`src/rtl/core/rv64od_pkg.sv`:
```
package rv64od_pkg;

	localparam int KIND_W     = 5;
	localparam int REG_IDX_W  = 5;
	localparam int XLEN       = 64;
	localparam int INSN_W     = 32;
	localparam int ACC_W      = 4;
	localparam int S_TDATA_W  = 160;
	localparam int M_TDATA_W  = 216;

	localparam logic [REG_IDX_W-1:0] REG_ZERO = 5'd0;
	localparam logic [REG_IDX_W-1:0] REG_RA   = 5'd1;
	localparam logic [REG_IDX_W-1:0] REG_SP   = 5'd2;

	localparam logic [ACC_W-1:0] ACC_NONE   = 4'd0;
	localparam logic [ACC_W-1:0] ACC_WORD   = 4'd4;
	localparam logic [ACC_W-1:0] ACC_DOUBLE = 4'd8;

	typedef enum logic [KIND_W-1:0] {
		KIND_I         = 5'd0,
		KIND_R         = 5'd1,
		KIND_U         = 5'd2,
		KIND_J         = 5'd3,
		KIND_B         = 5'd4,
		KIND_LOAD      = 5'd5,
		KIND_STORE     = 5'd6,
		KIND_CSR       = 5'd7,
		KIND_CR        = 5'd8,
		KIND_CB        = 5'd9,
		KIND_C_SDSP    = 5'd10,
		KIND_C_SWSP    = 5'd11,
		KIND_C_LDSP    = 5'd12,
		KIND_C_LWSP    = 5'd13,
		KIND_C_0_IMM   = 5'd14,
		KIND_C_RS1_IMM = 5'd15,
		KIND_C_RS1P_IMM = 5'd16,
		KIND_C_0_RS2   = 5'd17,
		KIND_C_RS2_0   = 5'd18,
		KIND_C_RS1_RS2 = 5'd19,
		KIND_C_ADDI16SP = 5'd20,
		KIND_C_SW      = 5'd21,
		KIND_C_LW      = 5'd22,
		KIND_C_SD      = 5'd23,
		KIND_C_LD      = 5'd24,
		KIND_C_J       = 5'd25,
		KIND_C_JALR    = 5'd26,
		KIND_C_ADDI4SPN = 5'd27
	} kind_t;

	typedef struct packed {
		logic                 illegal;
		logic [ACC_W-1:0]     access_width;
		logic [XLEN-1:0]      mem_address;
		logic [XLEN-1:0]      target;
		logic signed [XLEN-1:0] immediate;
		logic                 dest_is_imm;
		logic [REG_IDX_W-1:0] dest_index;
		logic                 src2_is_imm;
		logic [REG_IDX_W-1:0] src2_index;
		logic                 src1_is_imm;
		logic [REG_IDX_W-1:0] src1_index;
	} dec_result_t;

endpackage

```
`src/rtl/core/rv64od_decode.sv`:
```
module rv64od_decode
	import rv64od_pkg::*;
(
	input  logic [KIND_W-1:0] kind,
	input  logic [INSN_W-1:0] instruction,
	input  logic [XLEN-1:0]   pc,
	input  logic [XLEN-1:0]   base_value,
	output dec_result_t       result
);

	always_comb begin
		logic [INSN_W-1:0]    w;
		logic [REG_IDX_W-1:0] rd, rs1, rs2, crr, crs2, cr1p, cr2p;
		logic [XLEN-1:0]      imm;
		logic                 is_branch;
		logic                 is_mem;

		w    = instruction;
		rd   = w[11:7];
		rs1  = w[19:15];
		rs2  = w[24:20];
		crr  = w[11:7];
		crs2 = w[6:2];
		cr1p = {2'b01, w[9:7]};
		cr2p = {2'b01, w[4:2]};

		result    = '0;
		imm       = '0;
		is_branch = 1'b0;
		is_mem    = 1'b0;

		unique case (kind_t'(kind))
			KIND_I, KIND_LOAD: begin
				result.src1_index  = rs1;
				result.src2_is_imm = 1'b1;
				imm                = {{52{w[31]}}, w[31:20]};
				result.dest_index  = rd;
				is_mem             = (kind_t'(kind) == KIND_LOAD);
			end
			KIND_R: begin
				result.src1_index = rs1;
				result.src2_index = rs2;
				result.dest_index = rd;
			end
			KIND_U: begin
				// upper immediate kept unshifted
				result.src2_is_imm = 1'b1;
				imm                = {{44{w[31]}}, w[31:12]};
				result.dest_index  = rd;
			end
			KIND_J: begin
				imm                = {{43{w[31]}}, w[31], w[19:12], w[20], w[30:21], 1'b0};
				is_branch          = 1'b1;
				result.src1_is_imm = 1'b1;
				result.dest_index  = rd;
			end
			KIND_B: begin
				imm                = {{51{w[31]}}, w[31], w[7], w[30:25], w[11:8], 1'b0};
				is_branch          = 1'b1;
				result.dest_is_imm = 1'b1;
				result.src1_index  = rs1;
				result.src2_index  = rs2;
			end
			KIND_STORE: begin
				result.src1_index  = rs1;
				result.src2_is_imm = 1'b1;
				imm                = {{52{w[31]}}, w[31:25], w[11:7]};
				result.dest_index  = rs2;
				is_mem             = 1'b1;
			end
			KIND_CSR: begin
				result.src1_index  = rs1;
				result.src2_is_imm = 1'b1;
				imm                = {52'd0, w[31:20]};
				result.dest_index  = rd;
			end
			KIND_CR: begin
				result.src1_index = cr1p;
				result.src2_index = cr2p;
				result.dest_index = cr1p;
			end
			KIND_CB: begin
				imm = {{55{w[12]}}, w[12], w[6:5], w[2], w[11:10], w[4:3], 1'b0};
				is_branch          = 1'b1;
				result.dest_is_imm = 1'b1;
				result.src1_index  = cr1p;
			end
			KIND_C_SDSP: begin
				result.src1_index   = REG_SP;
				result.src2_is_imm  = 1'b1;
				imm                 = {55'd0, w[9:7], w[12:10], 3'd0};
				result.dest_index   = crs2;
				is_mem              = 1'b1;
				result.access_width = ACC_DOUBLE;
			end
			KIND_C_SWSP: begin
				result.src1_index   = REG_SP;
				result.src2_is_imm  = 1'b1;
				imm                 = {56'd0, w[8:7], w[12:9], 2'd0};
				result.dest_index   = crs2;
				is_mem              = 1'b1;
				result.access_width = ACC_WORD;
			end
			KIND_C_LDSP: begin
				result.src1_index   = REG_SP;
				result.src2_is_imm  = 1'b1;
				imm                 = {55'd0, w[4:2], w[12], w[6:5], 3'd0};
				result.dest_index   = crr;
				is_mem              = 1'b1;
				result.access_width = ACC_DOUBLE;
				result.illegal      = (crr == REG_ZERO);
			end
			KIND_C_LWSP: begin
				result.src1_index   = REG_SP;
				result.src2_is_imm  = 1'b1;
				imm                 = {56'd0, w[3:2], w[12], w[6:4], 2'd0};
				result.dest_index   = crr;
				is_mem              = 1'b1;
				result.access_width = ACC_WORD;
				result.illegal      = (crr == REG_ZERO);
			end
			KIND_C_0_IMM: begin
				result.dest_index  = crr;
				result.src2_is_imm = 1'b1;
				imm                = {{58{w[12]}}, w[12], w[6:2]};
			end
			KIND_C_RS1_IMM: begin
				result.dest_index  = crr;
				result.src1_index  = crr;
				result.src2_is_imm = 1'b1;
				imm                = {{58{w[12]}}, w[12], w[6:2]};
			end
			KIND_C_RS1P_IMM: begin
				result.dest_index  = cr1p;
				result.src1_index  = cr1p;
				result.src2_is_imm = 1'b1;
				imm                = {{58{w[12]}}, w[12], w[6:2]};
			end
			KIND_C_0_RS2: begin
				result.src2_index = crs2;
				result.dest_index = crr;
			end
			KIND_C_RS2_0: begin
				result.src1_index = crr;
				result.src2_index = crs2;
			end
			KIND_C_RS1_RS2: begin
				result.src1_index = crr;
				result.src2_index = crs2;
				result.dest_index = crr;
			end
			KIND_C_ADDI16SP: begin
				imm                = {{54{w[12]}}, w[12], w[4:3], w[5], w[2], w[6], 4'd0};
				result.src1_index  = REG_SP;
				result.src2_is_imm = 1'b1;
				result.dest_index  = REG_SP;
				result.illegal     = ({w[12], w[6:2]} == 6'd0);
			end
			KIND_C_SW, KIND_C_LW: begin
				result.src1_index   = cr1p;
				result.src2_is_imm  = 1'b1;
				imm                 = {57'd0, w[5], w[12:10], w[6], 2'd0};
				result.dest_index   = cr2p;
				is_mem              = 1'b1;
				result.access_width = ACC_WORD;
			end
			KIND_C_SD, KIND_C_LD: begin
				result.src1_index   = cr1p;
				result.src2_is_imm  = 1'b1;
				imm                 = {56'd0, w[6:5], w[12:10], 3'd0};
				result.dest_index   = cr2p;
				is_mem              = 1'b1;
				result.access_width = ACC_DOUBLE;
			end
			KIND_C_J: begin
				imm = {{52{w[12]}}, w[12], w[8], w[10:9], w[6], w[7], w[2], w[11],
					w[5:3], 1'b0};
				is_branch          = 1'b1;
				result.src1_is_imm = 1'b1;
			end
			KIND_C_JALR: begin
				result.src1_index = crr;
				result.dest_index = REG_RA;
			end
			KIND_C_ADDI4SPN: begin
				imm                = {54'd0, w[10:7], w[12:11], w[5], w[6], 2'd0};
				result.src1_index  = REG_SP;
				result.src2_is_imm = 1'b1;
				result.dest_index  = cr2p;
				result.illegal     = (w[12:5] == 8'd0);
			end
			default: begin
				// unassigned format codes
				result.illegal = 1'b1;
			end
		endcase

		result.immediate   = imm;
		result.target      = is_branch ? pc + imm : '0;
		result.mem_address = is_mem ? base_value + imm : '0;
	end

endmodule

```
`src/rtl/core/rv64c_operand_decoder_core.sv`:
```
// rv64 operand decoder, base and compressed formats
// input stream s_axis: one instruction word per transfer; tuser carries the
// format code picked by the opcode table, tdata the instruction, its pc and
// the rs1 value used for address forming
// output stream m_axis: one decoded word per input word, same order
// (register numbers, immediate flags, immediate, branch target, effective
// address, access width and a reserved-encoding flag)
// data path: a word accepted into the input register passes through the
// decode logic and its two 64-bit adders into the result register, from
// which it is offered on m_axis
// throughput: one word per cycle while m_axis_tready is high; the two
// registers advance separately, so the block still takes one more word
// while a finished word waits if the input register is empty
// when m_axis_tready is low the result register holds and s_axis_tready drops
// once both registers are full
// reset clears both valid flags; no stored state lies between words
module rv64c_operand_decoder_core
	import rv64od_pkg::*;
(
	input  logic                 clk,
	input  logic                 arst_n,

	input  logic                 s_axis_tvalid,
	output logic                 s_axis_tready,
	input  logic [S_TDATA_W-1:0] s_axis_tdata,  // instruction, pc, base_value
	input  logic [KIND_W-1:0]    s_axis_tuser,  // kind

	output logic                 m_axis_tvalid,
	input  logic                 m_axis_tready,
	// src1_index, src1_is_imm, src2_index, src2_is_imm, dest_index,
	// dest_is_imm, immediate, target, mem_address, access_width, illegal, pad
	output logic [M_TDATA_W-1:0] m_axis_tdata
);

	logic                valid_s1;
	logic [KIND_W-1:0]   kind_s1;
	logic [INSN_W-1:0]   insn_s1;
	logic [XLEN-1:0]     pc_s1;
	logic [XLEN-1:0]     base_s1;
	logic                valid_s2;
	dec_result_t         res_s2;
	dec_result_t         dec;
	logic                adv_s1;
	logic                adv_s2;

	assign adv_s2        = !valid_s2 || m_axis_tready;
	assign adv_s1        = !valid_s1 || adv_s2;
	assign s_axis_tready = adv_s1;

	always_ff @(posedge clk or negedge arst_n) begin
		if (!arst_n) begin
			valid_s1 <= 1'b0;
			valid_s2 <= 1'b0;
		end else begin
			if (adv_s1)
				valid_s1 <= s_axis_tvalid;
			if (adv_s2)
				valid_s2 <= valid_s1;
		end
	end

	always_ff @(posedge clk) begin
		if (adv_s1 && s_axis_tvalid) begin
			kind_s1 <= s_axis_tuser;
			insn_s1 <= s_axis_tdata[INSN_W-1:0];
			pc_s1   <= s_axis_tdata[INSN_W+XLEN-1:INSN_W];
			base_s1 <= s_axis_tdata[INSN_W+2*XLEN-1:INSN_W+XLEN];
		end
		if (adv_s2 && valid_s1)
			res_s2 <= dec;
	end

	rv64od_decode u_decode (
		.kind        (kind_s1),
		.instruction (insn_s1),
		.pc          (pc_s1),
		.base_value  (base_s1),
		.result      (dec)
	);

	assign m_axis_tvalid = valid_s2;
	// struct packs src1_index lowest; top bit is byte padding
	assign m_axis_tdata  = {1'b0, res_s2};

endmodule

```
`config.mk`:
```
export PLATFORM = sky130hd
export DESIGN_NAME = rv64c_operand_decoder_core
export DESIGN_NICKNAME = d
export VERILOG_FILES = /design/src/rtl/core/rv64od_pkg.sv /design/src/rtl/core/rv64od_decode.sv /design/src/rtl/core/rv64c_operand_decoder_core.sv
export SDC_FILE = /design/constraint.sdc
export NUM_CORES = 1
export LEC_CHECK = 0
export ABC_AREA = 1
export BUFFER_PORTS_ARGS = -buffer_cell sky130_fd_sc_hd__buf_2
export CORE_UTILIZATION = 40
export DETAILED_ROUTE_END_ITERATION = 8
export HOLD_SLACK_MARGIN = 0.03
export PLACE_DENSITY = 0.71
export SYNTH_ARGS = -nofsm -noshare
export SYNTH_HDL_FRONTEND = slang
export SYNTH_SLANG_ARGS = --single-unit
```
`constraint.sdc`:
```
create_clock -name clk -period 20.9 [get_ports clk]
set_clock_uncertainty 0.05 [all_clocks]
set_input_delay 6.27 -clock clk [delete_from_list [all_inputs] [get_ports clk]]
set_output_delay 6.27 -clock clk [all_outputs]
set_load 0.01 [all_outputs]
```
# Word-level counts from Yosys, hierarchy flattened
# Cells that the tools add are included.
[totals]
elab_cells = 90
romBits = 0
ramBits = 0
register_bits = 382
n_memories = 0
latch_bits = 0
[op_classes]
n_reduce_logical = 33
div = 0
n_mul = 0
addsub = 2
n_shift = 0
magnitude_cmp = 0
n_mux = 11
bitwise_logic = 0
n_eq_ne = 27
[ops]
columns = ["operator", "count"]
rows = [
  ["$pmux 64 s17", 1],
  ["$add 64x64->64", 2],
  ["$eq 5x5->1 const B", 12],
  ["$eq 5x4->1 const B", 8],
  ["$pmux 5 s7", 1],
  ["$reduce_or 24->1", 1],
  ["$eq 5x3->1 const B", 4],
  ["$pmux 5 s4", 1],
  ["$reduce_or 18->1", 1],
  ["$reduce_or 2->1", 9],
  ["$reduce_or 4->1", 4],
  ["$pmux 5 s3", 1],
  ["$reduce_or 12->1", 1],
  ["$reduce_or 6->1", 2],
  ["$eq 5x2->1 const B", 2],
  ["$logic_not 5->1", 2],
  ["$reduce_or 9->1", 1],
  ["$logic_not 8->1", 1],
  ["$pmux 4 s2", 1],
  ["$reduce_or 7->1", 1],
  ["$logic_not 6->1", 1],
  ["$reduce_or 3->1", 2],
  ["$eq 5x1->1 const B", 1],
  ["$reduce_or 5->1", 1],
  ["6 further kinds", 12],
]

# Longest topological paths before layout
[depth]
depth_word = 4
mapped_depth = 27
mapped_depth_nobuf = 26

# Modules after synthesis
# From an unflattened synthesis, not the netlist that was laid out.
[unflattened]
hier_cells = 3413
hier_area_um2 = 25245.5
[by_module_without_submodules]
columns = ["module", "n_inst", "area_per_inst_um2", "cells_each", "seq_area_each_um2"]
rows = [
  ["rv64od_decode", 1, 13728.2, 3019, 0.0],
  ["rv64c_operand_decoder_core", 1, 11517.3, 394, 11461.0],
]

# Worst setup path before layout
# No wires, ideal clock.
[synth_timing]
path_type = "input to register"
startpoint = "input m_axis_tready"
endpoint = "register res_s2 (netlist bit m_axis_tdata[0]), enable pin"
arrival_ps = 14469
stages = 2
slack_ps = 5625
required_ps = 20094
setup_time_ps = 756
path_cell_list = "inv_1 -> a21oi_1"
[synth_between]
elab_chain_len = 2
[synth_lines]
columns = ["element", "line", "rtl"]
rows = [
  ["start: declaration", "rv64c_operand_decoder_core.sv:29", "input logic m_axis_tready,"],
  ["$logic_or 1x1->1", "rv64c_operand_decoder_core.sv:46", "assign adv_s2 = !valid_s2 || m_axis_tready;"],
  ["$logic_and 1x1->1", "rv64c_operand_decoder_core.sv:69", "if (adv_s2 && valid_s1)"],
  ["end signal: assignment", "rv64c_operand_decoder_core.sv:70", "res_s2 <= dec;"],
  ["end: declaration", "rv64c_operand_decoder_core.sv:41", "dec_result_t res_s2;"],
]
# No other way between the ends.
# A chain may end at the register's enable or synchronous reset.

# Worst setup path in the final report
[layout_timing]
startpoint = "input m_axis_tready"
endpoint = "output s_axis_tready"
[layout_between]
elab_chain_len = 2
[layout_lines]
columns = ["element", "line", "rtl"]
rows = [
  ["$logic_or 1x1->1", "rv64c_operand_decoder_core.sv:46", ""],
  ["$logic_or 1x1->1", "rv64c_operand_decoder_core.sv:47", "assign adv_s1 = !valid_s1 || adv_s2;"],
  ["end: declaration", "rv64c_operand_decoder_core.sv:24", "output logic s_axis_tready,"],
]
# No other way between the ends.

==> metrics.cfg <==
[layout]
drive_above_1_share_pct = 13.61
multiInputGateArea_mm2 = 0.01075
areaGrowthSynthToFinish_pct = 15.78
final_nets = 3988
fill_cells = 5903
regArea_mm2 = 0.01005

[clocking]
cts_resized = 0
cts-root-buf = clkbuf_16
post_cts_buffers = 0
cts_buffer_depth = 3
clk_pin_slew_ns = 0.06
cts_buffers = 39
cts_tree = yes
cts_hold_buf = 0
clock_latency_ns = 0.57
cts_htree_levels = 2
clock_sinks = 335

[synthesis]
async_flop_share_pct = 0.5970
synth_seq_area_share_pct = 42.32
yosysTopAreaCell = edfxtp_1
synth_fa_ha_area_share_pct = 6.808
muxShareOfSynthArea_pct = 0
syn-cell-area_mm2 = 0.02375
synth-simple-area-share_pct = 30.78
ys_types = 48
synth_edf_count = 333
synth_top_family_by_area = simple AND/OR/NAND/NOR gates
synthTopCellsByArea = edfxtp_1 (42%), nand2_1 (20%), inv_1 (10%), ha_1 (6.6%), nor2_1 (5.2%)
avgSynthCellArea_um2 = 7.146
synth-xor-area-share_pct = 0.3320
synth_flop_cell = edfxtp_1
synth_top_area_share_pct = 42.11
ys_warn_count = 0
ys_seq_elements = 335
synth_compound_area_share_pct = 7.214
postSynthCellCount = 3323

[detailed_routing]
drc = 0
dr.pass1.iters = 8
antenna_left = 0
initialDrtViolationCount = 1788
viasPerCell = 4.877
wl_per_cell_um = 18.19
drt_wl_total_um = 81590
vias = 21880

[sta]
fin_crit_sh_pct = 62.66
hold_viol_final = 0
timing.hold.ws_ns = 0.4670
max_freq_mhz = 76.37
setup_viol = 0
tightest_slew_ns = 1.066
finalSetupTns_ns = 0
fin_crit_ns = 13.09
rsz0062_at_grt = no
slew_headroom_pct = 28.92
slew_violations = 0

[run_status]
outcome = finished clean

[critical_path]
cp.arrival_ns = 6.77
worst-path-buf-inv = 3
criticalPathCategory = in2out
cpMaxStageDelayCell = buf_2
critical_path.max_stage_delay_ns = 0.17
worst-path-max-fanout = 3
r2r_slack_ns = 15.88
crit_family = buffers and inverters
start_kind = input port
crit_required_ns = 14.58
path_common_cell = buf_2
critPathCaptureType = primary output
cp_cell_sequence = buf_2 > inv_1 > nand3_1 > buf_2

[floorplan]
ios = 387
start_util_pct = 40.84
rows = 88
die-area_mm2 = 0.06034
die_y_um = 245.6
core-area_mm2 = 0.05814
die_w_um = 245.6

[global_route]
grt_antenna_before_repair = 1
grtUsageTotal_pct = 26.82
grt_pass1_vias = 20280
grt_overflow = 0
grt_max_degree = 90
grt_pass1_wl_um = 120400

[pwr]
p_leak_nw = 14.55
p_per_area_mw_per_mm2 = 81.65
peakVddDrop_v = 0.00008021

[place]
post-dp-hpwl_um = 66790
io_buffers = 381
gp_congestion = 0.9839

[run]
cap_violations = 0

[hold_path]
hold_class = reg2reg

registers in the layout (all words and copies together), names as in the netlist:
name and cells:
pc_s1 64, kind_s1 5, m_axis_tdata 170, valid_s1 1, base_s1 64, m_axis_tvalid 1
insn_s1 30
stage by stage:
step	cells	cell area, µm²	util [%]	worst slack, ns	total power, mW
final	4486	27490	47.29	7.805	2.245
after global placement	4415	26210	45.09	7.823	1.560
after floorplan	3325	23750	-	5.625	1.336
after global routing	4484	27490	47.28	7.748	2.360
after detailed placement	4415	26210	45.09	7.808	1.563
after CTS	4484	27490	47.28	7.809	2.256
logic make-up after synthesis:
kind of cell               after synthesis
and+or+nand+nor                       1821
buffers and inverters                  727
DFF                                    335
AOI/OAI and AO/OA                      302
adders and majority gates              128
xor gates and xnor gates                 9
other                                    1
tightest hold or removal path: stages (launching register included):
cell	delay [ns]
dfrtp_1	0.34
inv_1	0.07
nand2_1	0.07
path summary, 6_finish.rpt:
kind                          startpoint           endpoint  cells past startpoint
setup reg to reg              kind_s1[4]  m_axis_tdata[202]                     19
hold reg to reg                 valid_s1      m_axis_tvalid                      2
max in group asynchronous         arst_n      m_axis_tvalid                      1
hold / removal                  valid_s1      m_axis_tvalid                      2
min in group asynchronous         arst_n           valid_s1                      1
setup / recovery           m_axis_tready      s_axis_tready                      4
cell usage after synthesis, drive strengths merged, types with 3 or more instances:
master / n
o2111ai: 3
or2: 3
o221ai: 5
a21oi: 177
nand4: 21
ha: 126
o21ai: 82
nand3: 121
o21bai: 4
o21a: 7
and3: 7
a22oi: 4
inv: 664
edfxtp: 333
a221oi: 7
o211ai: 7
and2: 16
o22ai: 6
nor3: 34
nand3b: 9
nor4: 8
nor2: 337
xor2: 8
nand2: 1263
buf: 60
placed cells by master, fill, tap and decap left out, types with 7 or more instances in the layout:
cell          n
xor2_1        8
nand2_2      13
nor4_1        8
and2_1       16
o21ai_2      11
a21oi_1     165
nor3_1       34
nor2_1      328
inv_2         7
nand3_1     120
clkbuf_16    40
clkinv_1      8
a221oi_1      7
inv_1       654
a21oi_2      11
nand4_1      19
o21a_1        7
buf_2       381
o21ai_0      70
ha_1        126
nand3b_1      9
edfxtp_1    333
nand2_1    1249
o211ai_1      7
and3_1        7
metal layers:
layer / track usage, % / part of all wire [%]
met1: 35.22 / 43
met2: 45.49 / 47
met3: 3.143 / 5.9
met4: 9.280 / 3.2
met5: 0 / 0
cell type report:
class / count / area share [%]
antenna: 2 / 0.01820
clock buffer: 45 / 3.709
clock inverter: 24 / 0.9284
inverter: 665 / 9.116
multi-input combinational: 2263 / 39.09
sequential: 335 / 36.55
tap: 765 / 3.482
timing repair buffer: 387 / 7.100
where the power goes:
part | switching (mW) | internal [mW] | total (mW)
sequential | 0.0338 | 0.830 | 0.864
clock | 0.285 | 0.402 | 0.688
combinational | 0.488 | 0.205 | 0.693
total | 0.807 | 1.44 | 2.24
No activity file was read; power rests on OpenSTA's default activity.
